File: src/rtl/core/bcnr_pkg.sv
`default_nettype none
package bcnr_pkg;

  localparam int CORDIC_STEPS_DEF = 16;
  localparam int COORD_WIDTH_DEF  = 32;

  // widths of the internal datapath
  localparam int ZR_W  = 35;   // heading in q30 before reduction
  localparam int Z_W   = 33;   // folded angle and cordic residual
  localparam int CS_W  = 33;   // cordic x and y in q30
  localparam int PR_W  = 58;   // half size times cos or sin
  localparam int LC_W  = 26;   // rounded projection, q10.16
  localparam int OFS_W = 27;   // corner offset from center
  localparam int CEN_W = 34;   // box center
  localparam int SUM_W = 36;   // corner before saturation

  localparam logic signed [ZR_W-1:0] PI_Q30      = 35'sd3373259426;
  localparam logic signed [ZR_W-1:0] TWO_PI_Q30  = 35'sd6746518852;
  localparam logic signed [ZR_W-1:0] HALF_PI_Q30 = 35'sd1686629713;
  localparam logic signed [CS_W-1:0] GAIN_Q30    = 33'sd652032874;

  localparam logic [2:0] SIDE_CENTER = 3'd0;
  localparam logic [2:0] SIDE_REAR   = 3'd1;
  localparam logic [2:0] SIDE_FRONT  = 3'd2;
  localparam logic [2:0] SIDE_RIGHT  = 3'd3;
  localparam logic [2:0] SIDE_LEFT   = 3'd4;

  localparam logic [2:0] CORNER_0    = 3'd0;
  localparam logic [2:0] CORNER_1    = 3'd1;
  localparam logic [2:0] CORNER_2    = 3'd2;
  localparam logic [2:0] CORNER_3    = 3'd3;
  localparam logic [2:0] CORNER_LAST = 3'd4;

  typedef struct packed {
    logic signed [31:0] ref_x;
    logic signed [31:0] ref_y;
    logic [23:0]        half_len;
    logic [23:0]        half_wid;
    logic [2:0]         side_code;
  } pay_t;

  typedef struct packed {
    logic signed [CEN_W-1:0] cx;
    logic signed [CEN_W-1:0] cy;
    logic signed [OFS_W-1:0] r1x;
    logic signed [OFS_W-1:0] r1y;
    logic signed [OFS_W-1:0] r2x;
    logic signed [OFS_W-1:0] r2y;
  } box_t;

  function automatic logic [31:0] atan_q30(input logic [4:0] idx);
    logic [31:0] v;
    unique case (idx)
      5'd0:    v = 32'h3243F6A8;
      5'd1:    v = 32'h1DAC6705;
      5'd2:    v = 32'h0FADBAFC;
      5'd3:    v = 32'h07F56EA6;
      5'd4:    v = 32'h03FEAB76;
      5'd5:    v = 32'h01FFD55B;
      5'd6:    v = 32'h00FFFAAA;
      5'd7:    v = 32'h007FFF55;
      5'd8:    v = 32'h003FFFEA;
      5'd9:    v = 32'h001FFFFD;
      5'd10:   v = 32'h000FFFFF;
      5'd11:   v = 32'h0007FFFF;
      5'd12:   v = 32'h0003FFFF;
      5'd13:   v = 32'h0001FFFF;
      5'd14:   v = 32'h0000FFFF;
      5'd15:   v = 32'h00007FFF;
      5'd16:   v = 32'h00003FFF;
      5'd17:   v = 32'h00001FFF;
      5'd18:   v = 32'h00000FFF;
      5'd19:   v = 32'h000007FF;
      5'd20:   v = 32'h000003FF;
      5'd21:   v = 32'h000001FF;
      5'd22:   v = 32'h000000FF;
      5'd23:   v = 32'h0000007F;
      default: v = 32'h00000000;
    endcase
    return v;
  endfunction

endpackage
`default_nettype wire

File: src/rtl/core/bcnr_angle.sv
`default_nettype none
module bcnr_angle (
  input  wire logic                      clk,
  input  wire logic                      rst,
  input  wire logic                      adv,
  input  wire logic                      in_valid,
  input  wire bcnr_pkg::pay_t            in_pay,
  input  wire logic signed [19:0]        heading,
  output logic                           out_valid,
  output bcnr_pkg::pay_t                 out_pay,
  output logic signed [bcnr_pkg::Z_W-1:0] out_z,
  output logic                           out_neg
);

  logic                                va, vb;
  bcnr_pkg::pay_t                      pa, pb;
  logic signed [bcnr_pkg::ZR_W-1:0]    za, zb, zb_next;
  logic signed [bcnr_pkg::ZR_W-1:0]    zc_full;
  logic                                neg_next;

  // one wrap by two pi is enough for any 20-bit heading
  always_comb begin
    if (za > bcnr_pkg::PI_Q30) begin
      zb_next = za - bcnr_pkg::TWO_PI_Q30;
    end else if (za < -bcnr_pkg::PI_Q30) begin
      zb_next = za + bcnr_pkg::TWO_PI_Q30;
    end else begin
      zb_next = za;
    end
  end

  // fold into the right half plane, cos and sin change sign
  always_comb begin
    if (zb > bcnr_pkg::HALF_PI_Q30) begin
      zc_full  = zb - bcnr_pkg::PI_Q30;
      neg_next = 1'b1;
    end else if (zb < -bcnr_pkg::HALF_PI_Q30) begin
      zc_full  = zb + bcnr_pkg::PI_Q30;
      neg_next = 1'b1;
    end else begin
      zc_full  = zb;
      neg_next = 1'b0;
    end
  end

  always_ff @(posedge clk) begin
    if (rst) begin
      va        <= 1'b0;
      vb        <= 1'b0;
      out_valid <= 1'b0;
    end else if (adv) begin
      va        <= in_valid;
      vb        <= va;
      out_valid <= vb;
    end
  end

  always_ff @(posedge clk) begin
    if (adv) begin
      pa      <= in_pay;
      za      <= {heading[19], heading, 14'd0};
      pb      <= pa;
      zb      <= zb_next;
      out_pay <= pb;
      out_z   <= zc_full[bcnr_pkg::Z_W-1:0];
      out_neg <= neg_next;
    end
  end

endmodule
`default_nettype wire

File: config.mk
export PLATFORM = sky130hd
export DESIGN_NAME = bcnr_angle
export DESIGN_NICKNAME = d
export VERILOG_FILES = /design/src/rtl/core/bcnr_pkg.sv /design/src/rtl/core/bcnr_angle.sv
export SDC_FILE = /design/constraint.sdc
export NUM_CORES = 1
export LEC_CHECK = 0
export BUFFER_PORTS_ARGS = -buffer_cell sky130_fd_sc_hd__buf_2
export CAP_MARGIN = 20
export CORE_ASPECT_RATIO = 1.1
export CORE_MARGIN = 2
export CORE_UTILIZATION = 55
export DETAILED_ROUTE_END_ITERATION = 6
export PLACE_DENSITY_LB_ADDON = 0.12
export SYNTH_ARGS = -nofsm -noshare
export SYNTH_HDL_FRONTEND = slang
export SYNTH_SLANG_ARGS = --single-unit
File: constraint.sdc
create_clock -name clk -period 2.9 [get_ports clk]
set_input_delay 0.87 -clock clk [delete_from_list [all_inputs] [get_ports clk]]
set_output_delay 0.87 -clock clk [all_outputs]
set_load 0.1 [all_outputs]
# Word level (Yosys, flattened, before mapping)
# Cells that the tools add are included.
# W data, S select, Z words.
dict set report op_classes {
  addsub 4
  order_cmp 4
  muxes 5
}
# operator count
set op_table {}
lappend op_table {{$mux W35} 2}
lappend op_table {{$mux W33} 2}
lappend op_table {{$add A34 B34 Y35 const B} 1}
lappend op_table {{$gt A35 B32 Y1 const B} 1}
lappend op_table {{$lt A35 B32 Y1 const B} 1}
lappend op_table {{$sub A34 B34 Y35 const B} 1}
lappend op_table {{$gt A34 B33 Y1 const B} 1}
lappend op_table {{$lt A34 B33 Y1 const B} 1}
lappend op_table {{$add A33 B33 Y33 const B} 1}
lappend op_table {{$sub A33 B33 Y33 const B} 1}
lappend op_table {{$mux W1} 1}
dict set report word_totals {
  regBits 437
  out_inout_bits 150
  elab_cells 35
}

# Logic depth before layout (Yosys ltp)
dict set report depth {
  depth_word 3
  ltp_mapped 10
}

# Worst setup path before layout
# OpenSTA, ideal clock, no wires.
dict set report synth_path {
  kind {register to register}
  startpoint {reg zb[13] in the netlist's numbering}
  endpoint {reg out_z[14] in the netlist's numbering, data pin}
  setup_time_ns 0.256
  arrival_ns 2.134
  slack_ns 0.511
  stages_incl_launch_ff 9
  path_buffers 1
  cell_sequence {edfxtp_1 inv_1 ha_1 o211ai_1 a31oi_2 o21ai_2 buf_2 o21ai_0 a31o_2}
}
dict set report synth_via {
  elab_chain_cells 3
  elab_cells_between_ends 6
  classes_between {add/sub (2); order compare (2); mux (2)}
}
# item line_no
set synth_rtl {}
lappend synth_rtl {{start, declared} bcnr_angle.sv:17} ;# logic signed [bcnr_pkg::ZR_W-1:0] za, zb, zb_next;
lappend synth_rtl {{start signal, assigned} bcnr_angle.sv:63} ;# zb <= zb_next;
lappend synth_rtl {{$add A33 B33 Y33 or $lt A35 B32 Y1 (tied branches)} {bcnr_angle.sv:38, bcnr_angle.sv:37}}
lappend synth_rtl {{$mux W33} bcnr_angle.sv:37} ;# end else if (zb < -bcnr_pkg::HALF_PI_Q30) begin
lappend synth_rtl {{$mux W33 (*)} bcnr_angle.sv:34} ;# if (zb > bcnr_pkg::HALF_PI_Q30) begin
lappend synth_rtl {{named net zc_full (one bit)} bcnr_angle.sv:18} ;# logic signed [bcnr_pkg::ZR_W-1:0] zc_full;
lappend synth_rtl {{end signal, assigned} bcnr_angle.sv:65} ;# out_z <= zc_full[bcnr_pkg::Z_W-1:0];
lappend synth_rtl {{end, declared} bcnr_angle.sv:11} ;# output logic signed [bcnr_pkg::Z_W-1:0] out_z,
# Mark *: on every way through the listed nets, which the timed path passes. The rest lies on a longest branch.
# A chain may end at the register's enable or synchronous reset.

# Worst setup path in the final report
dict set report layout_path {
  startpoint {reg zb[22] in the netlist's numbering}
  endpoint {reg out_z[10] in the netlist's numbering, data pin}
}
dict set report layout_via {
  elab_chain_cells 3
  elab_cells_between_ends 4
  classes_between {order compare (2); mux (2)}
}
# item line_no
set layout_rtl {}
lappend layout_rtl {{$lt A35 B32 Y1} bcnr_angle.sv:37}
lappend layout_rtl {{$mux W33} bcnr_angle.sv:37}
lappend layout_rtl {{$mux W33 (*)} bcnr_angle.sv:34}
lappend layout_rtl {{named net zc_full (one bit)} bcnr_angle.sv:18}
# Marked as above.

==> results.sh <==
export IMPL_status="completed"
export IMPL_cp_slowest_cell="or4_1"
export IMPL_synth_nets=926
export IMPL_finalHoldViolCount=0
export IMPL_synth_async_reset_ratio_pct=0
export IMPL_start_util_pct=55.70
export IMPL_grt_pass1_vias=7431
export IMPL_cts_resized=0
export IMPL_via_per_inst=5.174
export IMPL_netlist_top_cells_count="edfxtp_1, nand2_1, nor2_1"
export IMPL_clkTransAtPathRegs_ns=0.06
export IMPL_netlist_area_um2=14930
export IMPL_slew_headroom_pct=42.94
export IMPL_synthTopCellsByArea="edfxtp_1, ha_1, xor2_1"
export IMPL_postCtsSetupRepairBufs=0
export IMPL_postPlaceCellArea_um2=16900
export IMPL_die_w_um=161.1
export IMPL_cp_max_fo=19
export IMPL_fp_dieH_um=176.8
export IMPL_reg2reg_to="out_z[10]"
export IMPL_portBuffers=287
export IMPL_fin_ws_ns=0.3391
export IMPL_coreArea_um2=26800
export IMPL_rsz0062_at_grt="no"
export IMPL_synth_yosys_seq_area_share_pct=84.29
export IMPL_grt_pass1_wl_um=39700
export IMPL_critPathTopFamily="simple AND/OR/NAND/NOR gates"
export IMPL_grt_use_met1_pct=23.21
export IMPL_clockBufferDepth=3
export IMPL_synth_avg_cell_area_um2=19.49
export IMPL_rrSetupSlack_ns=0.34
export IMPL_synth_cell_types=74
export IMPL_syn_inst=766
export IMPL_antenna_found_initial=5
export IMPL_dr_pass1_iters=5
export IMPL_hold_end="out_pay[86]"
export IMPL_area_growth_pct=21.84
export IMPL_place_congestion=0.8523
export IMPL_r2r_start="zb[22]"
export IMPL_min_path_type="register to register"
export IMPL_setup_viol=0
export IMPL_grt_max_degree=82
export IMPL_drive_gt1_share_pct=35.07
export IMPL_crit_chain="or4_1, a21oi_2, o211ai_2, nor2_1, nor2_1, mux2_2"
export IMPL_final_cell_area_um2=18190
export IMPL_drt_antenna_violating_nets=0
export IMPL_p_leak_nw=6.848
export IMPL_gr_usage_met2_pct=28.63
export IMPL_final_nets=1245
export IMPL_final_util_pct=67.86
export IMPL_synth_edf_count=417
export IMPL_irDropWorstVdd_mv=0.6020
export IMPL_cts_htree_levels=2
export IMPL_synth_seq_cells=420
export IMPL_tightest_slew_ns=0.8534
export IMPL_drc=0
export IMPL_fmax_mhz=390.5
export IMPL_grt_overflow=0
export IMPL_report_final_slew_viol_count=0
export IMPL_crit_path_max_incr_delay_ns=0.61
export IMPL_criticalPathCategory="register to register"
export IMPL_min_period_ns=2.561
export IMPL_cts_root_buffer="clkbuf_16"
export IMPL_wl_per_cell_um=17.72
export IMPL_yosys_warnings=0
export IMPL_cts_sinks=420
export IMPL_cts_made_buffers=41
export IMPL_dp_hpwl_um=18110
export IMPL_grt_busiest_layer="met2"
export IMPL_synth_area_leader_cell="edfxtp_1"
export IMPL_ios=289
export IMPL_cp_num_buf_inv=0
export IMPL_skew_ns=0.01302
export IMPL_max_cap_violations=0
export IMPL_drt_iter0_markers=596
export IMPL_cts_hold_buf=0
export IMPL_fin_crit_sh_pct=88.31
export IMPL_end_kind="register"
export IMPL_cts_tree="yes"
export IMPL_num_vias=7627
export IMPL_r2r_cells=6
export IMPL_cpMostUsedCell="nor2_1"
export IMPL_routed_wl_um=26130
export IMPL_whs_path_depth=0
export IMPL_synth_most_common_cell="edfxtp_1"
export IMPL_setup_tns_ns=0
export IMPL_cp_arrival_ns=2.83
export IMPL_track_usage_pct=18.11
export IMPL_die_area_um2=28470
export IMPL_synthFlopType="edfxtp_1"
export IMPL_row_count=63
export IMPL_dp_worst_setup_slack_ns=0.3823
export IMPL_use_met3_pct=6.865
export IMPL_start_kind="register"
export IMPL_synth_top_area_share_pct=83.89
export IMPL_hp_start="pb[86]"
export IMPL_worstPathRequired_ns=3.17
export IMPL_insertion_delay_ns=0.53
export IMPL_pwr_density_cell_nw_per_um2=809.6
[per-stage QoR]
step	cells	hold WS [ns]	power [mW]
2_1_floorplan	766	0.4003	9.308
3_3_place_gp	1399	0.4003	9.817
3_5_place_dp	1399	0.4045	9.854
4_1_cts	1469	0.4070	14.87
5_1_grt	1471	0.4086	15.25
6_report	1474	0.4096	14.72
[worst max-delay path by stage]
stage / cells after the start / start / slack, ns / to
CTS: 9 / zb[11] / 0.36 / out_z[10]
floorplan: 8 / zb[13] / 0.51 / out_z[14]
finish: 6 / zb[22] / 0.34 / out_z[10]
global placement: 6 / zb[17] / 0.41 / out_z[12]
global route: 6 / za[22] / 0.16 / zb[34]
detailed placement: 9 / zb[11] / 0.38 / out_z[10]
[cell families after synthesis]
family | Yosys count | share of synthesized area [%]
AO/OA/AOI/OAI | 109 | 5.407
XOR/XNOR | 38 | 2.230
adder cells (fa/ha/maj) | 21 | 1.760
buffers and inverters | 49 | 1.693
flip-flops | 420 | 84.29
multiplexers | 8 | 0.5700
other | 1 | 0.02512
AND/OR/NAND/NOR | 120 | 4.023
[registers in the layout, indices dropped and copies added, names as in the netlist]
name	count
out_pay	115
pa	115
pb	115
out_z	28
zb	24
za	20
out_valid	1
va	1
vb	1
[worst reg2reg max path: cells and delay by family (launching register included)]
family / cells / cell delay, ns
simple gates: 3 / 0.97
compound gates: 2 / 0.55
flops: 1 / 0.51
mux: 1 / 0.28
[per-layer routing]
metal	part of all wire, %	vias to the layer above
met4	2.5	2
met3	10	46
met2	48	318
met1	40	3604
met5	0.031	-
li1	-	3657
[power breakdown]
part | leakage (nW) | switching (mW) | internal, mW
Combinational | 2.12 | 1.80 | 0.435
Clock | 0.625 | 2.07 | 2.93
Sequential | 4.11 | 0.220 | 7.27
Total | 6.85 | 4.08 | 10.6
[cell usage in the layout, fill, tap and decap left out, types with 3 or more instances in the layout]
master     count
nor2_1        27
o21ai_0       16
o32ai_1        4
clkbuf_16     41
a31o_2         4
ha_1          21
bufinv_16      3
o22ai_1       12
xnor2_1       15
mux2i_1        4
a311o_1        3
o211ai_1       3
clkbuf_1      10
a32oi_1        3
a31oi_1       11
nand2_1       37
buf_12         8
clkinv_1       6
edfxtp_1     417
dfxtp_1        3
nand3_1       11
clkinv_2       4
buf_2        286
nand4_1       10
nor4_1         5
mux2_2         4
a21oi_1       11
o21a_1         4
xor2_1        23
o31ai_1        5
nor3_1        11
or2_2          3
inv_1         14
buf_4         15
diode_2        5
[area by class of cell]
class,instances,area [µm²]
multi-input cells,297,2092
flip-flops and latches,420,12580
well taps,357,446.7
inverters,15,56.30
clock inverters,17,186.4
fillers,1816,8615
diodes,5,12.51
clock buffers,53,1091
repair buffers,310,1719
Power figures use the tool's default switching activity.
