**src/rtl/core/bcnr_pkg.sv**
```systemverilog
`default_nettype none
package bcnr_pkg;

  localparam int CORDIC_STEPS_DEF = 16;
  localparam int COORD_WIDTH_DEF  = 32;

  // widths of the internal datapath
  localparam int ZR_W  = 35;   // heading in q30 before reduction
  localparam int Z_W   = 33;   // folded angle and cordic residual
  localparam int CS_W  = 33;   // cordic x and y in q30
  localparam int PR_W  = 58;   // half size times cos or sin
  localparam int LC_W  = 26;   // rounded projection, q10.16
  localparam int OFS_W = 27;   // corner offset from center
  localparam int CEN_W = 34;   // box center
  localparam int SUM_W = 36;   // corner before saturation

  localparam logic signed [ZR_W-1:0] PI_Q30      = 35'sd3373259426;
  localparam logic signed [ZR_W-1:0] TWO_PI_Q30  = 35'sd6746518852;
  localparam logic signed [ZR_W-1:0] HALF_PI_Q30 = 35'sd1686629713;
  localparam logic signed [CS_W-1:0] GAIN_Q30    = 33'sd652032874;

  localparam logic [2:0] SIDE_CENTER = 3'd0;
  localparam logic [2:0] SIDE_REAR   = 3'd1;
  localparam logic [2:0] SIDE_FRONT  = 3'd2;
  localparam logic [2:0] SIDE_RIGHT  = 3'd3;
  localparam logic [2:0] SIDE_LEFT   = 3'd4;

  localparam logic [2:0] CORNER_0    = 3'd0;
  localparam logic [2:0] CORNER_1    = 3'd1;
  localparam logic [2:0] CORNER_2    = 3'd2;
  localparam logic [2:0] CORNER_3    = 3'd3;
  localparam logic [2:0] CORNER_LAST = 3'd4;

  typedef struct packed {
    logic signed [31:0] ref_x;
    logic signed [31:0] ref_y;
    logic [23:0]        half_len;
    logic [23:0]        half_wid;
    logic [2:0]         side_code;
  } pay_t;

  typedef struct packed {
    logic signed [CEN_W-1:0] cx;
    logic signed [CEN_W-1:0] cy;
    logic signed [OFS_W-1:0] r1x;
    logic signed [OFS_W-1:0] r1y;
    logic signed [OFS_W-1:0] r2x;
    logic signed [OFS_W-1:0] r2y;
  } box_t;

  function automatic logic [31:0] atan_q30(input logic [4:0] idx);
    logic [31:0] v;
    unique case (idx)
      5'd0:    v = 32'h3243F6A8;
      5'd1:    v = 32'h1DAC6705;
      5'd2:    v = 32'h0FADBAFC;
      5'd3:    v = 32'h07F56EA6;
      5'd4:    v = 32'h03FEAB76;
      5'd5:    v = 32'h01FFD55B;
      5'd6:    v = 32'h00FFFAAA;
      5'd7:    v = 32'h007FFF55;
      5'd8:    v = 32'h003FFFEA;
      5'd9:    v = 32'h001FFFFD;
      5'd10:   v = 32'h000FFFFF;
      5'd11:   v = 32'h0007FFFF;
      5'd12:   v = 32'h0003FFFF;
      5'd13:   v = 32'h0001FFFF;
      5'd14:   v = 32'h0000FFFF;
      5'd15:   v = 32'h00007FFF;
      5'd16:   v = 32'h00003FFF;
      5'd17:   v = 32'h00001FFF;
      5'd18:   v = 32'h00000FFF;
      5'd19:   v = 32'h000007FF;
      5'd20:   v = 32'h000003FF;
      5'd21:   v = 32'h000001FF;
      5'd22:   v = 32'h000000FF;
      5'd23:   v = 32'h0000007F;
      default: v = 32'h00000000;
    endcase
    return v;
  endfunction

endpackage
`default_nettype wire

```
**src/rtl/core/bcnr_emit.sv**
```systemverilog
`default_nettype none
module bcnr_emit #(
  parameter int COORD_WIDTH = bcnr_pkg::COORD_WIDTH_DEF
) (
  input  wire logic           clk,
  input  wire logic           rst,
  input  wire logic           in_valid,
  input  wire bcnr_pkg::box_t in_box,
  output logic                ready,
  output logic                strobe,
  output logic signed [31:0]  corner_x,
  output logic signed [31:0]  corner_y,
  output logic [2:0]          corner_index,
  output logic                last_corner,
  output logic                clipped
);

  localparam int SW = bcnr_pkg::SUM_W;

  logic                 active;
  logic [2:0]           cnt;
  bcnr_pkg::box_t       box;
  logic                 take;
  logic signed [SW-1:0] ox, oy, bx, by, sx, sy, satx, saty;
  logic                 sub, ovx, ovy;

  assign ready = !active || (cnt == bcnr_pkg::CORNER_LAST);
  assign take  = in_valid && ready;

  // corner k is center plus or minus one of the two offsets
  always_comb begin
    unique case (cnt)
      bcnr_pkg::CORNER_1: begin
        ox = SW'(box.r2x); oy = SW'(box.r2y); sub = 1'b0;
      end
      bcnr_pkg::CORNER_2: begin
        ox = SW'(box.r1x); oy = SW'(box.r1y); sub = 1'b1;
      end
      bcnr_pkg::CORNER_3: begin
        ox = SW'(box.r2x); oy = SW'(box.r2y); sub = 1'b1;
      end
      default: begin
        ox = SW'(box.r1x); oy = SW'(box.r1y); sub = 1'b0;
      end
    endcase
  end

  assign bx = SW'(box.cx);
  assign by = SW'(box.cy);
  assign sx = sub ? bx - ox : bx + ox;
  assign sy = sub ? by - oy : by + oy;

  if (COORD_WIDTH < SW) begin : g_sat
    logic [SW-COORD_WIDTH:0] tx, ty;
    assign tx   = sx[SW-1:COORD_WIDTH-1];
    assign ty   = sy[SW-1:COORD_WIDTH-1];
    assign ovx  = (|tx) && !(&tx);
    assign ovy  = (|ty) && !(&ty);
    assign satx = ovx ? {{(SW-COORD_WIDTH+1){sx[SW-1]}}, {(COORD_WIDTH-1){~sx[SW-1]}}} : sx;
    assign saty = ovy ? {{(SW-COORD_WIDTH+1){sy[SW-1]}}, {(COORD_WIDTH-1){~sy[SW-1]}}} : sy;
  end else begin : g_wide
    assign ovx  = 1'b0;
    assign ovy  = 1'b0;
    assign satx = sx;
    assign saty = sy;
  end

  always_ff @(posedge clk) begin
    if (rst) begin
      active <= 1'b0;
      cnt    <= bcnr_pkg::CORNER_0;
      strobe <= 1'b0;
    end else begin
      strobe <= active;
      if (take) begin
        active <= 1'b1;
        cnt    <= bcnr_pkg::CORNER_0;
      end else if (active) begin
        if (cnt == bcnr_pkg::CORNER_LAST) begin
          active <= 1'b0;
        end else begin
          cnt <= cnt + 3'd1;
        end
      end
    end
  end

  always_ff @(posedge clk) begin
    if (take) begin
      box <= in_box;
    end
    corner_x     <= satx[31:0];
    corner_y     <= saty[31:0];
    corner_index <= cnt;
    last_corner  <= (cnt == bcnr_pkg::CORNER_LAST);
    clipped      <= ovx | ovy;
  end

endmodule
`default_nettype wire

```
**config.mk**
```make
export PLATFORM = sky130hd
export DESIGN_NAME = bcnr_emit
export DESIGN_NICKNAME = d
export VERILOG_FILES = /design/src/rtl/core/bcnr_pkg.sv /design/src/rtl/core/bcnr_emit.sv
export SDC_FILE = /design/constraint.sdc
export NUM_CORES = 1
export LEC_CHECK = 0
export ABC_AREA = 1
export BUFFER_PORTS_ARGS = -buffer_cell sky130_fd_sc_hd__clkbuf_2
export CORE_ASPECT_RATIO = 1.1
export CORE_UTILIZATION = 57
export DETAILED_ROUTE_END_ITERATION = 10
export HOLD_SLACK_MARGIN = 0.02
export PLACE_DENSITY_LB_ADDON = 0.05
export SLEW_MARGIN = 20
export SYNTH_ARGS = -nofsm -noshare
export SYNTH_HDL_FRONTEND = slang
export SYNTH_SLANG_ARGS = --single-unit
```
**constraint.sdc**
```tcl
create_clock -name clk -period 12.45 [get_ports clk]
set_clock_uncertainty 0.05 [all_clocks]
set_input_delay 2.49 -clock clk [delete_from_list [all_inputs] [get_ports clk]]
set_output_delay 2.49 -clock clk [all_outputs]
set_load 0.02 [all_outputs]
```
Word level (Yosys, flattened, before mapping)

Cells that the tools add are included.

Flip-flop bits (word level): 250
Latch bits: 0
RAM bits: 0
Bits in read-only memories: 0
Bits of input ports: 179
Word-level logic and storage cells: 52
Memories: 0

Add/sub/neg operators: 5
Multiply operators: 0
Div/mod/pow operators: 0
Order comparisons: 0
Equal/unequal tests: 4
Shift-type cells: 0
Mux-type cells: 10
Bitwise gates (word level): 4
Reduce and logical (&&, ||, !) cells: 15

Operator list:

| kind                                                             | count |
|---|---|
| 36-bit two-way mux                                               | 4 |
| 34-bit by 36-bit adder with 36-bit output                        | 2 |
| 34-bit by 36-bit subtractor with 36-bit output                   | 2 |
| 32-bit two-way mux                                               | 2 |
| 5-bit AND reduction                                              | 2 |
| 5-bit OR reduction                                               | 2 |
| 3-bit by 2-bit == test with 1-bit output (second input constant) | 2 |
| 2-bit OR reduction                                               | 3 |
| 1-bit two-way mux                                                | 4 |
| 3-bit by 1-bit adder with 3-bit output (second input constant)   | 1 |
| 3-bit by 1-bit == test with 1-bit output (second input constant) | 1 |
| 3-bit == test (second input constant)                            | 1 |
| 1-bit logical AND                                                | 3 |
| 1-bit logical NOT                                                | 3 |
| 1-bit inverter                                                   | 3 |
| 2-bit AND reduction                                              | 1 |
| 1-bit logical OR                                                 | 1 |
| 1-bit OR                                                         | 1 |

Logic depth before layout (Yosys ltp)

Gate-level depths: netlist (run 1).

Depth in word-level cells: 9
Depth in mapped cells: 37
Depth with buffers taken out: 34

Worst setup path after synthesis (run 1)

No wires, ideal clock.

Kind: input port to flip-flop
From: input port in_valid
To: register cnt[2]
Library setup time: 133 ps
Data arrival time: 10719 ps
Required time: 12267 ps
Path slack: 1548 ps
Stages on the path: 4
Path buffers: 0
Cells stage by stage: inv_1 nor2_1 or2_2 a211oi_1

Cells in the longest elaborated chain, start to end: 2

RTL lines:

| element                             | RTL line        | text |
|---|---|---|
| start, declared                     | bcnr_emit.sv:7  | `input wire logic in_valid,` |
| 1-bit logical AND                   | bcnr_emit.sv:28 | `assign take = in_valid && ready;` |
| named net take                      | bcnr_emit.sv:23 | `logic take;` |
| 2-bit OR reduction (no source line) | n/a             |  |
| end signal, assigned                | bcnr_emit.sv:71 | `cnt <= bcnr_pkg::CORNER_0;` |
| end signal, assigned                | bcnr_emit.sv:77 | `cnt <= bcnr_pkg::CORNER_0;` |
| end signal, assigned                | bcnr_emit.sv:82 | `cnt <= cnt + 3'd1;` |
| end, declared                       | bcnr_emit.sv:21 | `logic [2:0] cnt;` |

The timed path passes the listed nets, and every way through them passes these cells.
A chain may end at the register's enable or synchronous reset.

Final worst setup path (run 1)

From: register cnt[0]
To: register corner_y[0]

Cells in the longest elaborated chain, start to end: 9

RTL lines:

| element                                                                                                            | RTL line        | text |
|---|---|---|
| 3-bit by 2-bit == test with 1-bit output / 3-bit by 1-bit == test with 1-bit output (equally long branches)        | bcnr_emit.sv:32 | `unique case (cnt)` |
| 2-bit OR reduction (no source line)                                                                                | n/a             |  |
| 36-bit two-way mux                                                                                                 | bcnr_emit.sv:32 |  |
| 34-bit by 36-bit adder with 36-bit output / 34-bit by 36-bit subtractor with 36-bit output (equally long branches) | bcnr_emit.sv:51 | `assign sy = sub ? by - oy : by + oy;` |
| 36-bit two-way mux *                                                                                               | bcnr_emit.sv:51 |  |
| 5-bit AND reduction                                                                                                | bcnr_emit.sv:58 | `assign ovy = (\|ty) && !(&ty);` |
| 1-bit logical NOT                                                                                                  | bcnr_emit.sv:58 |  |
| 1-bit logical AND                                                                                                  | bcnr_emit.sv:58 |  |
| 32-bit two-way mux *                                                                                               | bcnr_emit.sv:60 | `assign saty = ovy ? {{(SW-COORD_WIDTH+1){sy[SW-1]}}, {(COORD_WIDTH-1){~sy[SW-1]}}} : sy;` |
| named net saty[0]                                                                                                  | bcnr_emit.sv:24 | `logic signed [SW-1:0] ox, oy, bx, by, sx, sy, satx, saty;` |
| end signal, assigned                                                                                               | bcnr_emit.sv:93 | `corner_y <= saty[31:0];` |
| end, declared                                                                                                      | bcnr_emit.sv:12 | `output logic signed [31:0] corner_y,` |

Mark *: on every way through the listed nets, which the timed path passes. The rest lies on a longest branch.

==> results.py, run 1 <==
metrics = {
    "run_status": {
        "outcome": "complete, no violations",
    },
    "detailed_routing": {
        "drc": 0,
        "wl_met1_mm": 17.8,
        "firstDrtPassIters": 5,
        "wirelength_mm": 38.4,
        "vias": 12800,
        "routedWlPerCell_um": 15.6,
        "first_iter_violations": 1049,
        "ant_nets": 0,
        "wl_met3_mm": 2.74,
        "vias_per_cell": 5.18,
        "routed-wl-met2_mm": 17.0,
        "dr.max_layer_used": "met4",
    },
    "setup_path": {
        "cp_slowest_stage_delay_ns": 0.68,
        "cp_slowest_cell": "nand2_1",
        "crit_arrival_ns": 6.41,
        "critPathKind": "flip-flop to flip-flop",
        "cp.required_ns": 12.78,
        "startpoint_type": "flip-flop",
        "worstSetupEndpointType": "flip-flop",
        "crit_top_cell": "nand2_1",
        "worst-path-max-fanout": 55,
    },
    "logic_synthesis": {
        "syn_area_mm2": 0.0149,
        "synth-edff-count": 176,
        "synth-async-reset-ratio": 0,
        "ys_types": 42,
        "syn_avg_cell_area_um2": 8.02,
        "syn_nets": 2111,
        "ys_ff_latch": 250,
        "yosys_warnings": 0,
        "synth_seq_area_share": 0.455,
        "synthFlopType": "edfxtp_1",
        "syn_inst": 1853,
    },
    "run": {
        "cap_viol_max_count": 0,
    },
    "pwr": {
        "power_frac_seq": 0.384,
        "switching_share": 0.360,
        "p_per_area_mw_per_mm2": 163,
        "power.switching_mw": 1.01,
        "clock_power_share": 0.271,
        "combPwrFrac": 0.345,
        "p_leak_nw": 8.61,
        "vdd_drop_max_mv": 0.168,
        "p_int_mw": 1.80,
    },
    "timing": {
        "fin_crit_sh": 0.488,
        "setup_tns_ns": 0,
        "hold_viol": 0,
        "tightest_slew_ns": 0.987,
        "rsz0062_at_grt": "no",
        "setup_viol": 0,
        "fmax_mhz": 165,
        "drv_slew": 0,
        "slew-limit-headroom": 0.342,
        "fin_crit_ns": 6.08,
    },
    "final_layout": {
        "fin_util": 0.677,
        "drive_above_1_share": 0.157,
        "mostFrequentLayoutCells": "668 x nand2_1, 249 x clkbuf_2, 237 x inv_1",
        "syn_to_final_growth_pct": 15.8,
        "num-nets-final": 2358,
        "n_antenna_cell": 0,
        "final_common_cell": "nand2_1",
    },
    "place": {
        "numPortBuffers": 249,
        "place_hpwl_mm": 29.8,
        "place.gp.congestion": 0.933,
    },
    "min_path": {
        "hold_path_class": "flip-flop to flip-flop",
    },
    "clock_tree": {
        "cts_resized": 0,
        "root_buffer": "clkbuf_16",
        "htreeDepth": 1,
        "cts_setup_buffers": 0,
        "clockBufferDepth": 3,
        "cts-hold-fix-buffers": 0,
        "clk_latency_ns": 0.54,
        "cts_buffers": 27,
        "cts.sinks": 250,
        "clkSlewWorstSetupHoldPaths_ns": 0.06,
        "cts_tree": "built",
    },
    "grt": {
        "grt_antenna_before_repair": 0,
        "track_usage": 0.284,
        "grt_pass1_vias": 11700,
        "overflow": 0,
        "grt_max_degree": 178,
        "grt_pass1_wl_mm": 59.2,
    },
    "die": {
        "rows": 61,
        "core_mm2": 0.0254,
        "die_height_um": 171,
        "top_level_ports": 250,
        "dieArea_mm2": 0.0267,
        "start_util": 0.585,
        "die_width_um": 156,
    },
}
## cells in the mapped netlist (all sizes together) (2+ instances only)
cell type,number,area [um2]
inv,239,897
o21ai,32,164
o31ai,3,22.5
clkbuf,6,22.5
nand3b,41,308
nand2,689,2670
o21bai,10,75.1
a31oi,12,75.1
nor4,6,37.5
a211oi,2,15.0
xnor2,43,377
xor2,63,552
nand4,13,81.3
nor2,143,564
nand3,77,400
nor3,11,55.1
dfxtp,74,1480
a21oi,84,424
a21o,5,37.5
and3,4,25.0
buf,28,198
ha,77,963
edfxtp,176,5290
fa,2,40.0
o211ai,4,30.0
or2,5,31.3
## kinds of logic (layout without fill, tap and decap cells)
family,after synthesis,after routing,share of synthesized area
flip-flops,250,250,0.455
adder cells (fa/ha/maj),79,79,0.0675
XOR/XNOR,106,106,0.0625
AND/OR/NAND/NOR,991,991,0.282
buffers and inverters,273,540,0.0752
AO/OA/AOI/OAI,154,154,0.0578
## stage by stage
stage	power [mW]	cells	area [um2]	hold WS (ns)	setup WS, ns
2_1_floorplan	1.79	1853	14900	0.325	1.55
3_3_place_gp	2.05	2417	16400	0.331	6.35
3_5_place_dp	2.06	2417	16400	0.340	6.16
4_1_cts	2.82	2466	17200	0.350	6.10
5_1_grt	2.97	2466	17200	0.369	5.75
6_report	2.80	2466	17200	0.348	6.37
## critical path: cells and delay by family, from the launching register on
kind            cells  cell delay, ns
simple gates       16            2.64
compound gates      5            1.01
fa+ha+maj           4            0.92
buf+inv             3            0.64
flops               1            0.35
xor+xnor            1            0.23
## routing by layer
| layer | up-vias | track usage |
|---|---|---|
| met4 | 0 | 0.0742 |
| li1 | 6445 | - |
| met1 | 5796 | 0.405 |
| met3 | 66 | 0.0343 |
| met5 | - | 0 |
| met2 | 457 | 0.456 |
## cell type report
cell class	count	area [um2]
multi-input combinational	1330	7000
tap	346	433
fill	2186	8210
sequential	250	6770
inverter	239	897
timing repair buffer	252	1280
clock inverter	10	78.8
clock buffer	39	751
## state kept, by name (all words and copies together) (netlist names)
signal and cells:
corner_index 3, last_corner 1, strobe 1, corner_x 32, box 176, clipped 1
corner_y 32, cnt 3, active 1
## path summary, 6_finish.rpt
path                            cells past startpoint  slack [ns]                      end                 from
worst min register to register                      0        0.35  corner_index[2]$_DFF_P_  cnt[2]$_SDFFE_PP0P_
worst max-delay path                               29        6.37      corner_y[0]$_DFF_P_  cnt[0]$_SDFFE_PP0P_
worst min-delay path                                0        0.35  corner_index[2]$_DFF_P_  cnt[2]$_SDFFE_PP0P_
worst max register to register                     29        6.37      corner_y[0]$_DFF_P_  cnt[0]$_SDFFE_PP0P_
## power by group through the flow
stage / logic, mW / clock network, mW / registers [mW]
4_1_cts: 0.967 / 0.770 / 1.08
3_5_place_dp: 0.962 / 0 / 1.09
6_report: 0.967 / 0.759 / 1.08
5_1_grt: 1.07 / 0.801 / 1.09
2_1_floorplan: 0.561 / 0 / 1.23
3_3_place_gp: 0.954 / 0 / 1.09
No activity file was read; power rests on OpenSTA's default activity.
==> run 2: changes to the inputs <==
--- a/config.mk
+++ b/config.mk
@@ -8,7 +8,7 @@
 export ABC_AREA = 1
 export BUFFER_PORTS_ARGS = -buffer_cell sky130_fd_sc_hd__clkbuf_2
 export CORE_ASPECT_RATIO = 1.1
-export CORE_UTILIZATION = 57
+export CORE_UTILIZATION = 52
 export DETAILED_ROUTE_END_ITERATION = 10
 export HOLD_SLACK_MARGIN = 0.02
 export PLACE_DENSITY_LB_ADDON = 0.05
==> constraint.sdc (replaced) <==
create_clock -name clk -period 5.1 [get_ports clk]
set_clock_uncertainty 0.05 [all_clocks]
set_input_delay 1.02 -clock clk [delete_from_list [all_inputs] [get_ports clk]]
set_output_delay 1.02 -clock clk [all_outputs]
set_load 0.02 [all_outputs]
==> results.py, run 2 (synthesis results as in run 1) <==
metrics = {
    "run_status": {
        "outcome": "complete, no violations",
    },
    "pwr": {
        "switching_share": 0.356,
        "p_leak_nw": 8.80,
        "clock_power_share": 0.286,
        "power.switching_mw": 2.54,
        "vdd_drop_max_mv": 0.368,
        "power_frac_seq": 0.368,
        "p_int_mw": 4.60,
        "p_per_area_mw_per_mm2": 404,
        "combPwrFrac": 0.346,
    },
    "place": {
        "place.gp.congestion": 0.903,
        "postPlaceCellArea_mm2": 0.0166,
        "place_hpwl_mm": 31.7,
        "numPortBuffers": 249,
        "place_inst": 2456,
    },
    "final_layout": {
        "mostFrequentLayoutCells": "666 x nand2_1, 251 x clkbuf_2, 237 x inv_1",
        "reg.largest.list": "box (176), corner_x (32), corner_y (32)",
        "top_register": "box",
        "num-nets-final": 2382,
        "seq_area_mm2": 0.00677,
        "drive_above_1_share": 0.181,
        "instances_no_fill": 2508,
        "final_common_cell": "nand2_1",
        "syn_to_final_growth_pct": 18.9,
        "multiInputGateArea_mm2": 0.00715,
        "largest_register_ffs": 176,
        "design_area_mm2": 0.0177,
        "fillers": 2533,
    },
    "grt": {
        "grt_pass1_wl_mm": 60.5,
        "grt_max_degree": 78,
        "overflow": 0,
        "grt_antenna_before_repair": 0,
        "grt_pass1_vias": 11700,
        "track_usage": 0.268,
    },
    "timing": {
        "fin_crit_ns": 4.72,
        "rsz0062_at_grt": "no",
        "fmax_mhz": 212,
        "slew-limit-headroom": 0.370,
        "drv_slew": 0,
        "fin_crit_sh": 0.926,
        "setup_viol": 0,
        "setup_tns_ns": 0,
        "hold_viol": 0,
        "tightest_slew_ns": 0.945,
        "timing.hold.ws_ns": 0.350,
    },
    "clock_tree": {
        "clockBufferDepth": 3,
        "clkSlewWorstSetupHoldPaths_ns": 0.06,
        "clk_latency_ns": 0.55,
        "cts_tree": "built",
        "cts_buffers": 26,
        "cts.sinks": 250,
        "root_buffer": "clkbuf_16",
        "htreeDepth": 1,
    },
    "detailed_routing": {
        "wirelength_mm": 39.9,
        "first_iter_violations": 949,
        "vias_per_cell": 5.08,
        "vias": 12700,
        "drc": 0,
        "firstDrtPassIters": 6,
        "routedWlPerCell_um": 15.9,
        "ant_nets": 0,
    },
    "setup_path": {
        "crit_top_cell": "nand2_1",
        "critPathKind": "flip-flop to flip-flop",
        "worstSetupEndpointType": "flip-flop",
        "cp_slowest_stage_delay_ns": 0.34,
        "startpoint_type": "flip-flop",
        "worst-path-max-fanout": 18,
        "cp_slowest_cell": "dfxtp_1",
        "crit_arrival_ns": 5.11,
        "worst-path-buf-inv": 6,
        "cp.required_ns": 5.48,
        "critPathTopFamily": "simple AND/OR/NAND/NOR gates",
    },
    "die": {
        "top_level_ports": 250,
        "start_util": 0.532,
        "core_mm2": 0.0279,
        "dieArea_mm2": 0.0293,
        "rows": 64,
        "die_width_um": 163,
        "die_height_um": 179,
    },
    "run": {
        "cap_viol_max_count": 0,
    },
    "min_path": {
        "hold_path_class": "flip-flop to flip-flop",
    },
}
## run 2: cell types whose count changed in the layout (fill, tap and decap cells not counted), sizes merged
cell      change
buf          +22
bufinv        +2
clkinv        -5
clkinvlp      +1
diode         +1
inv           +1
nand2         +3
## run 2: per-stage QoR
stage | utilization | total power [mW] | setup slack [ns]
finish | 0.632 | 7.13 | 0.377
global placement | 0.593 | 5.06 | 0.109
floorplan | - | 4.34 | 0.812
detailed placement | 0.593 | 5.08 | 0.0235
CTS | 0.626 | 7.13 | 0.127
global route | 0.632 | 7.55 | 0.0333
## run 2: timing repair
item | 4_1_cts | 5_1_grt
cloned | 0 | 3
hold endpoints to repair | 0 | 0
pin swaps | 0 | 6
gates resized for setup | 1 | 38
buffers inserted | 0 | 0
hold buffers | 0 | 0
setup endpoints to repair | 2 | 63
## run 2: final cells by class
class | count | share of cell area
Multi-Input combinational cell | 1333 | 0.405
Sequential cell | 250 | 0.383
Timing Repair Buffer | 274 | 0.0832
Inverter | 239 | 0.0509
Clock buffer | 39 | 0.0450
Tap cell | 363 | 0.0257
Clock inverter | 9 | 0.00750
Antenna cell | 1 | 0.000142
## run 2: path summary, 6_finish.rpt
check	startpoint	endpoint	slack [ns]	cells after the start
worst max-delay path	cnt[2]$_SDFFE_PP0P_	corner_y[23]$_DFF_P_	0.38	30
worst min-delay path	cnt[2]$_SDFFE_PP0P_	corner_index[2]$_DFF_P_	0.35	0
worst max register to register	cnt[2]$_SDFFE_PP0P_	corner_y[23]$_DFF_P_	0.38	30
worst min register to register	cnt[2]$_SDFFE_PP0P_	corner_index[2]$_DFF_P_	0.35	0
## run 2: power groups by stage
stage	sequential [mW]	combinational (mW)	clock, mW
CTS	2.63	2.42	2.07
floorplan	2.97	1.37	0
global route	2.66	2.75	2.15
detailed placement	2.67	2.41	0
global placement	2.66	2.40	0
finish	2.62	2.47	2.04
## run 2: metal layers
layer	routed length (um)	track usage	vias to the layer above
li1	-	-	6508
met1	18600	0.386	5722
met2	17500	0.413	442
met3	2590	0.0361	69
met4	1190	0.0872	0
met5	0	0	-
## run 2: worst reg2reg max path, delay by kind of cell (launching register included)
family | cells | cell delay (ns)
AND/OR/NAND/NOR | 17 | 1.97
flip-flops | 1 | 0.34
adder cells (fa/ha/maj) | 3 | 0.75
buffers and inverters | 6 | 0.64
AO/OA/AOI/OAI | 3 | 0.64
XOR/XNOR | 1 | 0.20
